<file path="config.mk">
export PLATFORM = sky130hd
export DESIGN_NAME = lcd_window_pixel_writer
export DESIGN_NICKNAME = d
export VERILOG_FILES = /design/src/hdl/lwpw_pkg.sv /design/src/hdl/lcd_window_pixel_writer.sv /design/src/hdl/lwpw_front.sv /design/src/hdl/lwpw_queue.sv /design/src/hdl/lwpw_back.sv
export SDC_FILE = /design/constraint.sdc
export NUM_CORES = 1
export LEC_CHECK = 0
export BUFFER_PORTS_ARGS = -buffer_cell sky130_fd_sc_hd__buf_4
export CAP_MARGIN = 40
export CORE_ASPECT_RATIO = 0.5
export CORE_MARGIN = 3
export CORE_UTILIZATION = 40
export CTS_CLUSTER_SIZE = 30
export DETAILED_ROUTE_END_ITERATION = 16
export PLACE_DENSITY = 0.66
export SLEW_MARGIN = 20
export SYNTH_ARGS = -nofsm -noshare
export SYNTH_HDL_FRONTEND = slang
export SYNTH_HIERARCHICAL = 1
export SYNTH_SLANG_ARGS = --single-unit
</file>
<file path="constraint.sdc">
create_clock -name clk -period 7.25 [get_ports clk]
set_input_delay 1.45 -clock clk [delete_from_list [all_inputs] [get_ports clk]]
set_output_delay 1.45 -clock clk [all_outputs]
set_load 0.02 [all_outputs]
</file>
<file path="src/hdl/lwpw_pkg.sv">
// Shared types and constants of the window pixel writer.
package lwpw_pkg;

  localparam int BYTE_W   = 8;
  localparam int ORIG_W   = 10;
  localparam int DIM_W    = 11;
  localparam int END_W    = 12;
  localparam int PIX_W    = 16;
  localparam int PROD_W   = 2 * DIM_W;
  localparam int LEFT_W   = 21;
  localparam int QDEPTH   = 2;
  localparam int MAX_DIM_DEF = 1024;

  localparam logic [LEFT_W-1:0] LEFT_MAX = {LEFT_W{1'b1}};

  localparam logic [BYTE_W-1:0] CMD_COLUMN_ADDR = 8'h2A;
  localparam logic [BYTE_W-1:0] CMD_ROW_ADDR    = 8'h2B;
  localparam logic [BYTE_W-1:0] CMD_MEM_WRITE   = 8'h2C;

  typedef enum logic {
    KIND_WINDOW,
    KIND_PIXEL
  } lwpw_kind_t;

  // One classified request waiting for the back end
  typedef struct packed {
    lwpw_kind_t              kind;
    logic [ORIG_W-1:0]       x0;
    logic [ORIG_W-1:0]       y0;
    logic [END_W-1:0]        x1;
    logic [END_W-1:0]        y1;
    logic [PIX_W-1:0]        pixel;
  } lwpw_entry_t;

endpackage

</file>
<file path="src/hdl/lcd_window_pixel_writer.sv">
// Top level of the window pixel writer: front end, request queue, back end.
//
// Usage: each request on the in_ channel (valid/ready) is either a window
// (in_func 0: origin and size) or one RGB565 pixel (in_func 1). The out_
// channel (valid/ready) carries one byte per cycle while out_ready is high, with its
// data/command flag; out_last marks the final byte of a request.
// A non-empty window yields eleven bytes: column address command 0x2A with
// start and end column, row address command 0x2B with start and end row,
// then memory write 0x2C; it loads the pixel budget with clamped width times height.
// A pixel yields two data bytes, high byte first, while budget remains;
// otherwise it, like an empty window, is dropped with no output.
// The first byte of a request passes through the queue and then the single
// byte-wide output register, which emits one byte per cycle while the
// receiver is ready.
// A two-entry queue decouples request intake from byte emission, so in_ready
// stays high while the queue has room even when the receiver stalls.
// Reset clears the pixel budget, empties the queue and drops out_valid.
module lcd_window_pixel_writer
  import lwpw_pkg::*;
#(
  parameter int MAX_DIM = MAX_DIM_DEF
) (
  input  logic              clk,
  input  logic              rst_n,
  input  logic              in_valid,
  output logic              in_ready,
  input  logic              in_func,
  input  logic [ORIG_W-1:0] in_x_origin,
  input  logic [ORIG_W-1:0] in_y_origin,
  input  logic [DIM_W-1:0]  in_win_width,
  input  logic [DIM_W-1:0]  in_win_height,
  input  logic [PIX_W-1:0]  in_pixel,
  output logic              out_valid,
  input  logic              out_ready,
  output logic [BYTE_W-1:0] out_byte,
  output logic              out_is_data,
  output logic              out_last
);

  logic        q_full;
  logic        q_push;
  lwpw_entry_t q_entry;
  logic        q_pop;
  logic        q_head_valid;
  lwpw_entry_t q_head;

  lwpw_front #(
    .MAX_DIM (MAX_DIM)
  ) u_front (
    .clk           (clk),
    .rst_n         (rst_n),
    .in_valid      (in_valid),
    .in_ready      (in_ready),
    .in_func       (in_func),
    .in_x_origin   (in_x_origin),
    .in_y_origin   (in_y_origin),
    .in_win_width  (in_win_width),
    .in_win_height (in_win_height),
    .in_pixel      (in_pixel),
    .q_full        (q_full),
    .q_push        (q_push),
    .q_entry       (q_entry)
  );

  lwpw_queue u_queue (
    .clk        (clk),
    .rst_n      (rst_n),
    .push       (q_push),
    .push_entry (q_entry),
    .full       (q_full),
    .pop        (q_pop),
    .head_valid (q_head_valid),
    .head_entry (q_head)
  );

  lwpw_back u_back (
    .clk         (clk),
    .rst_n       (rst_n),
    .head_valid  (q_head_valid),
    .head_entry  (q_head),
    .pop         (q_pop),
    .out_valid   (out_valid),
    .out_ready   (out_ready),
    .out_byte    (out_byte),
    .out_is_data (out_is_data),
    .out_last    (out_last)
  );

`ifndef SYNTHESIS
  // Command bytes are only ever the three controller commands
  a_cmd_codes: assert property (@(posedge clk) disable iff (!rst_n)
    (out_valid && !out_is_data) |->
      (out_byte == CMD_COLUMN_ADDR || out_byte == CMD_ROW_ADDR ||
       out_byte == CMD_MEM_WRITE))
    else $error("unexpected command byte");

  // A window ends on the memory write command
  a_win_end: assert property (@(posedge clk) disable iff (!rst_n)
    (out_valid && out_last && !out_is_data) |-> (out_byte == CMD_MEM_WRITE))
    else $error("window ended on wrong command");

  // Nothing is offered straight after a reset edge
  a_reset_idle: assert property (@(posedge clk)
    !rst_n |=> !out_valid)
    else $error("output valid after reset");

  // A full queue stalls intake
  a_full_stall: assert property (@(posedge clk) disable iff (!rst_n)
    q_full |-> !in_ready)
    else $error("request taken while queue full");
`endif

endmodule

</file>
<file path="src/hdl/lwpw_front.sv">
// Front end: accepts requests, clamps the window, tracks the pixel budget.
module lwpw_front
  import lwpw_pkg::*;
#(
  parameter int MAX_DIM = MAX_DIM_DEF
) (
  input  logic              clk,
  input  logic              rst_n,
  input  logic              in_valid,
  output logic              in_ready,
  input  logic              in_func,
  input  logic [ORIG_W-1:0] in_x_origin,
  input  logic [ORIG_W-1:0] in_y_origin,
  input  logic [DIM_W-1:0]  in_win_width,
  input  logic [DIM_W-1:0]  in_win_height,
  input  logic [PIX_W-1:0]  in_pixel,
  input  logic              q_full,
  output logic              q_push,
  output lwpw_entry_t       q_entry
);

  logic [LEFT_W-1:0] pixels_left_r;
  logic [LEFT_W-1:0] pixels_left_nxt;
  logic [DIM_W-1:0]  w_cl;
  logic [DIM_W-1:0]  h_cl;
  logic              empty_win;
  logic [PROD_W-1:0] area;
  logic [LEFT_W-1:0] area_sat;
  logic              accept;

  // Clamp the window size to the largest supported dimension
  always_comb begin
    w_cl = in_win_width;
    h_cl = in_win_height;
    if (32'(in_win_width) > MAX_DIM) begin
      w_cl = DIM_W'(MAX_DIM);
    end
    if (32'(in_win_height) > MAX_DIM) begin
      h_cl = DIM_W'(MAX_DIM);
    end
  end

  assign empty_win = (w_cl == '0) || (h_cl == '0);
  assign area      = PROD_W'(w_cl) * PROD_W'(h_cl);
  assign area_sat  = (area > PROD_W'(LEFT_MAX)) ? LEFT_MAX : area[LEFT_W-1:0];

  assign in_ready = !q_full;
  assign accept   = in_valid && in_ready;

  // Classify: drop empty windows and pixels with no budget left
  always_comb begin
    q_push          = 1'b0;
    pixels_left_nxt = pixels_left_r;
    if (accept) begin
      if (in_func == 1'b0) begin
        if (!empty_win) begin
          q_push          = 1'b1;
          pixels_left_nxt = area_sat;
        end
      end else if (pixels_left_r != '0) begin
        q_push          = 1'b1;
        pixels_left_nxt = pixels_left_r - 1'b1;
      end
    end
  end

  // Build the queue entry, end coordinates included
  always_comb begin
    q_entry.kind  = in_func ? KIND_PIXEL : KIND_WINDOW;
    q_entry.x0    = in_x_origin;
    q_entry.y0    = in_y_origin;
    q_entry.x1    = END_W'(in_x_origin) + END_W'(w_cl) - 1'b1;
    q_entry.y1    = END_W'(in_y_origin) + END_W'(h_cl) - 1'b1;
    q_entry.pixel = in_pixel;
  end

  always_ff @(posedge clk) begin
    if (!rst_n) begin
      pixels_left_r <= '0;
    end else begin
      pixels_left_r <= pixels_left_nxt;
    end
  end

endmodule

</file>
<file path="src/hdl/lwpw_queue.sv">
// Short request queue between front and back end.
module lwpw_queue
  import lwpw_pkg::*;
(
  input  logic        clk,
  input  logic        rst_n,
  input  logic        push,
  input  lwpw_entry_t push_entry,
  output logic        full,
  input  logic        pop,
  output logic        head_valid,
  output lwpw_entry_t head_entry
);

  localparam int PTR_W = (QDEPTH > 1) ? $clog2(QDEPTH) : 1;
  localparam int CNT_W = $clog2(QDEPTH + 1);

  lwpw_entry_t       slot_r [QDEPTH];
  logic [PTR_W-1:0]  wr_ptr_r;
  logic [PTR_W-1:0]  rd_ptr_r;
  logic [CNT_W-1:0]  count_r;
  logic              do_push;
  logic              do_pop;

  assign full       = (count_r == CNT_W'(QDEPTH));
  assign head_valid = (count_r != '0);
  assign head_entry = slot_r[rd_ptr_r];
  assign do_push    = push && !full;
  assign do_pop     = pop && head_valid;

  // Store the request payload
  always_ff @(posedge clk) begin
    if (do_push) begin
      slot_r[wr_ptr_r] <= push_entry;
    end
  end

  // Advance pointers and occupancy
  always_ff @(posedge clk) begin
    if (!rst_n) begin
      wr_ptr_r <= '0;
      rd_ptr_r <= '0;
      count_r  <= '0;
    end else begin
      if (do_push) begin
        wr_ptr_r <= (wr_ptr_r == PTR_W'(QDEPTH - 1)) ? '0 : wr_ptr_r + 1'b1;
      end
      if (do_pop) begin
        rd_ptr_r <= (rd_ptr_r == PTR_W'(QDEPTH - 1)) ? '0 : rd_ptr_r + 1'b1;
      end
      if (do_push && !do_pop) begin
        count_r <= count_r + 1'b1;
      end else if (do_pop && !do_push) begin
        count_r <= count_r - 1'b1;
      end
    end
  end

endmodule

</file>
<file path="src/hdl/lwpw_back.sv">
// Back end: walks each queued request byte by byte into the output register.
module lwpw_back
  import lwpw_pkg::*;
(
  input  logic              clk,
  input  logic              rst_n,
  input  logic              head_valid,
  input  lwpw_entry_t       head_entry,
  output logic              pop,
  output logic              out_valid,
  input  logic              out_ready,
  output logic [BYTE_W-1:0] out_byte,
  output logic              out_is_data,
  output logic              out_last
);

  localparam logic [3:0] IDX_COL_CMD = 4'd0;
  localparam logic [3:0] IDX_XS_HI   = 4'd1;
  localparam logic [3:0] IDX_XS_LO   = 4'd2;
  localparam logic [3:0] IDX_XE_HI   = 4'd3;
  localparam logic [3:0] IDX_XE_LO   = 4'd4;
  localparam logic [3:0] IDX_ROW_CMD = 4'd5;
  localparam logic [3:0] IDX_YS_HI   = 4'd6;
  localparam logic [3:0] IDX_YS_LO   = 4'd7;
  localparam logic [3:0] IDX_YE_HI   = 4'd8;
  localparam logic [3:0] IDX_YE_LO   = 4'd9;

  logic [3:0]        idx_r;
  logic              out_valid_r;
  logic [BYTE_W-1:0] out_byte_r;
  logic              out_is_data_r;
  logic              out_last_r;
  logic              load;
  logic [BYTE_W-1:0] sel_byte;
  logic              sel_data;
  logic              sel_fin;

  assign load = !out_valid_r || out_ready;
  assign pop  = load && head_valid && sel_fin;

  // Pick the byte at the current position of the head request
  always_comb begin
    sel_byte = '0;
    sel_data = 1'b1;
    sel_fin  = 1'b0;
    if (head_entry.kind == KIND_PIXEL) begin
      if (idx_r == IDX_COL_CMD) begin
        sel_byte = head_entry.pixel[PIX_W-1:BYTE_W];
      end else begin
        sel_byte = head_entry.pixel[BYTE_W-1:0];
        sel_fin  = 1'b1;
      end
    end else begin
      unique case (idx_r)
        IDX_COL_CMD: begin
          sel_byte = CMD_COLUMN_ADDR;
          sel_data = 1'b0;
        end
        IDX_XS_HI: sel_byte = BYTE_W'(head_entry.x0[ORIG_W-1:BYTE_W]);
        IDX_XS_LO: sel_byte = head_entry.x0[BYTE_W-1:0];
        IDX_XE_HI: sel_byte = BYTE_W'(head_entry.x1[END_W-1:BYTE_W]);
        IDX_XE_LO: sel_byte = head_entry.x1[BYTE_W-1:0];
        IDX_ROW_CMD: begin
          sel_byte = CMD_ROW_ADDR;
          sel_data = 1'b0;
        end
        IDX_YS_HI: sel_byte = BYTE_W'(head_entry.y0[ORIG_W-1:BYTE_W]);
        IDX_YS_LO: sel_byte = head_entry.y0[BYTE_W-1:0];
        IDX_YE_HI: sel_byte = BYTE_W'(head_entry.y1[END_W-1:BYTE_W]);
        IDX_YE_LO: sel_byte = head_entry.y1[BYTE_W-1:0];
        default: begin
          sel_byte = CMD_MEM_WRITE;
          sel_data = 1'b0;
          sel_fin  = 1'b1;
        end
      endcase
    end
  end

  // Advance position and fill the output register when it frees up
  always_ff @(posedge clk) begin
    if (!rst_n) begin
      idx_r       <= IDX_COL_CMD;
      out_valid_r <= 1'b0;
    end else if (load) begin
      out_valid_r <= head_valid;
      if (head_valid) begin
        idx_r <= sel_fin ? IDX_COL_CMD : idx_r + 1'b1;
      end
    end
  end

  // Hold the payload until taken
  always_ff @(posedge clk) begin
    if (load && head_valid) begin
      out_byte_r    <= sel_byte;
      out_is_data_r <= sel_data;
      out_last_r    <= sel_fin;
    end
  end

  assign out_valid   = out_valid_r;
  assign out_byte    = out_byte_r;
  assign out_is_data = out_is_data_r;
  assign out_last    = out_last_r;

endmodule
</file>
==> flow_summary.toml <==
[clock_network]
clk_pin_slew_worst_paths_ns = 0.07
cts_resized = 0
clk_latency_ns = 0.42
cts_setup_buffers = 0
cts_root_buffer = "clkbuf_16"
clkSinkCount = 163
clockBufferDepth = 2
tritoncts = "built"
numCtsBuffers = 17
htree_num_levels = 4
cts_hold_buffers = 0

[yosys]
yosys_warnings = 6
yosysMostFrequentCell = "inv_1"
syn_inst = 1292
synth.area.top_cells = "edfxtp_1 30%, fa_1 13%, ha_1 10%"
ys_seq_area_frac = 0.3519
synth_top_area_share = 0.3043
async_flop_share = 0
synth_enable_flop_cells = 132
synthFlopType = "edfxtp_1"
synth_cell_types = 81
synth-seq-cells = 163
syn-num-nets = 1543
synth_area_um2 = 13030
syn_area_per_cell_um2 = 10.08
ys_top_cells_by_count = "208 x inv_1, 132 x edfxtp_1, 109 x nor2_1"
synth.largest_area_cell = "edfxtp_1"

[worst_hold_path]
hold_path.class = "reg2reg"
worstHoldStart = "u_front/pixels_left_r[13]"
holdPathEnd = "u_front/pixels_left_r[13]"
min_path_cells = 1

[timing]
slew_violations = 0
relSlewSlack = 0.4064
skew_ns = 0.01212
fin_crit_ns = 6.818
fin_crit_sh = 0.9404
whs_ns = 0.5169
setup_viol = 0
tns_ns = 0
worst_slew_pin_slew_ns = 0.8792
clock.fmax_ghz = 0.1467
rsz0062_at_grt = "false"
finalHoldViolations = 0

[die]
initial_core_util = 0.4085
die_w_um = 261.2
fp.coreArea_um2 = 31890
die_y_um = 133.6
die-area_um2 = 34900
pin_count = 75
rows = 46

[critical_path]
crit_path_start = "in_win_height[8]"
crit_arrival_ns = 7.13
cp_max_fo = 16
timing.rr.start = "u_front/pixels_left_r[0]"
cp-end-kind = "flip-flop"
r2r_slack_ns = 3.56
cp-start-kind = "primary input"
critPathTopFamily = "adder cells"
slowest_delay_ns = 0.54
path_buf_inv = 5
r2r_cells = 10
cp_common_cell = "fa_1"
cp_num_cells = 23
crit_slowest_cell = "fa_1"
path_class = "in2reg"
worstPathCellList = "buf_4 -> nor4_1 -> nand3_1 -> nand2_1 -> and2_1 -> nand2_1 -> fa_1 -> fa_1 -> inv_1 -> fa_1 -> fa_1 -> inv_1 -> fa_1 -> inv_1 -> ha_1 -> a21o_1 -> a21o_1 -> a21oi_1 -> a21oi_1 -> o211ai_1 -> nor3_2 -> buf_12 -> a2111oi_1"
cp.required_ns = 7.56
r2r_end = "u_queue/slot_r[1][32]"

[cells_and_area]
antenna_cells = 0
syn2layout_area_growth_pct = 12.04
nets = 1608
final_layout_size_suffix_gt1_frac = 0.1803

[placed_design]
gp_congestion = 0.9224
portBuffers = 74
hpwl_um = 24000

[route]
drtIter0Drc = 573
wl_per_cell_um = 16.97
drt-pass1-iter-count = 5
drc = 0
viasPerCell = 5.225
ant_nets = 0
dr_total_vias = 9415
drt_wl_total_um = 30590

[global_route]
grt_overflow = 0
first_global_vias = 9731
track_usage = 0.1799
grt_pass1_wl_um = 49910
grt_max_degree = 63
antenna_found_initial = 0

[power]
cellLeakagePower_nw = 6.310
irDropWorstVdd_mv = 0.1734
p_per_area_nw_per_um2 = 254.0

[run_status]
status = "finished clean"

[flow_run]
drv_cap = 0
worst reg2reg max path, cell delays in order (launching register included):
cell     delay, ns
dfxtp_1       0.38
inv_1         0.08
ha_1          0.18
or3b_1        0.45
nor4_4        0.48
nand2_4       0.13
o41ai_4       0.55
inv_4         0.23
and3_2        0.43
buf_12        0.24
buf_4         0.27
registers in the layout (all words and copies together), names as in the netlist, named ones only:
register / count
u_queue/slot_r: 122
u_back/out_is_data: 1
u_back/out_last: 1
u_back/idx_r: 4
u_back/out_valid: 1
u_queue/wr_ptr_r: 1
u_front/pixels_left_r: 21
u_queue/rd_ptr_r: 1
u_back/out_byte: 8
u_queue/count_r: 2
stage by stage:
stage	setup slack [ns]	total power (W)	instance area, um2	utilization	std cells
after global routing	0.1997	0.003942	14590	0.4577	1802
final	0.4322	0.003707	14590	0.4577	1802
after detailed placement	0.02713	0.002866	14000	0.4392	1768
after CTS	0.4755	0.003706	14550	0.4564	1800
after floorplan	0.1434	0.002447	13030	-	1292
after global placement	0.1511	0.002817	13960	0.4378	1765
layout make-up:
class	instances	area [um2]
Timing Repair Buffer	122	975.9
Multi-Input combinational cell	835	7123
Sequential cell	163	4586
Tap cell	432	540.5
Fill cell	2966	17290
Inverter	218	820.8
Clock buffer	18	429.2
Clock inverter	14	118.9
layout by cell type, fill, tap and decap left out, types with 30 or more instances in the layout:
| cell | count |
|---|---|
| inv_1 | 208 |
| edfxtp_1 | 132 |
| buf_4 | 117 |
| nor2_1 | 109 |
| ha_1 | 106 |
| nand2_1 | 93 |
| fa_1 | 82 |
| mux2_2 | 62 |
| a21oi_1 | 52 |
| o21ai_0 | 41 |
| dfxtp_1 | 30 |
how the worst max path moves through the flow:
stage	endpoint	slack, ns
3_3_place_gp	u_front/pixels_left_r[12]	0.15
5_1_grt	u_front/pixels_left_r[12]	0.20
4_1_cts	u_front/pixels_left_r[12]	0.48
2_1_floorplan	u_front/pixels_left_r[3]	0.14
3_5_place_dp	u_front/pixels_left_r[12]	0.03
6_report	u_front/pixels_left_r[12]	0.43
metal layers:
metal  GRT usage  share of wire
met1      0.2327           0.45
met2      0.3164           0.49
met3     0.02488          0.039
met4     0.04978          0.021
met5           0              0
power breakdown:
| group | internal (W) | total [W] | leakage [nW] | switching, W |
|---|---|---|---|---|
| clock | 0.000449 | 0.000834 | 0.269 | 0.000385 |
| sequential | 0.00131 | 0.00141 | 1.48 | 0.0000926 |
| combinational | 0.000600 | 0.00147 | 4.56 | 0.000865 |
| total | 0.00236 | 0.00371 | 6.31 | 0.00134 |
cell families (layout without fill, tap and decap cells):
logic type      after synthesis  in the layout  share of synthesized area
compound gates              212            212                     0.1140
fa+ha+maj                   188            188                     0.2278
simple gates                333            333                     0.1230
xor+xnor                     31             31                    0.02084
mux                          71             71                    0.06051
buf+inv                     294            372                     0.1018
flops                       163            163                     0.3519
Note: power is estimated with default switching activity, not from simulation.
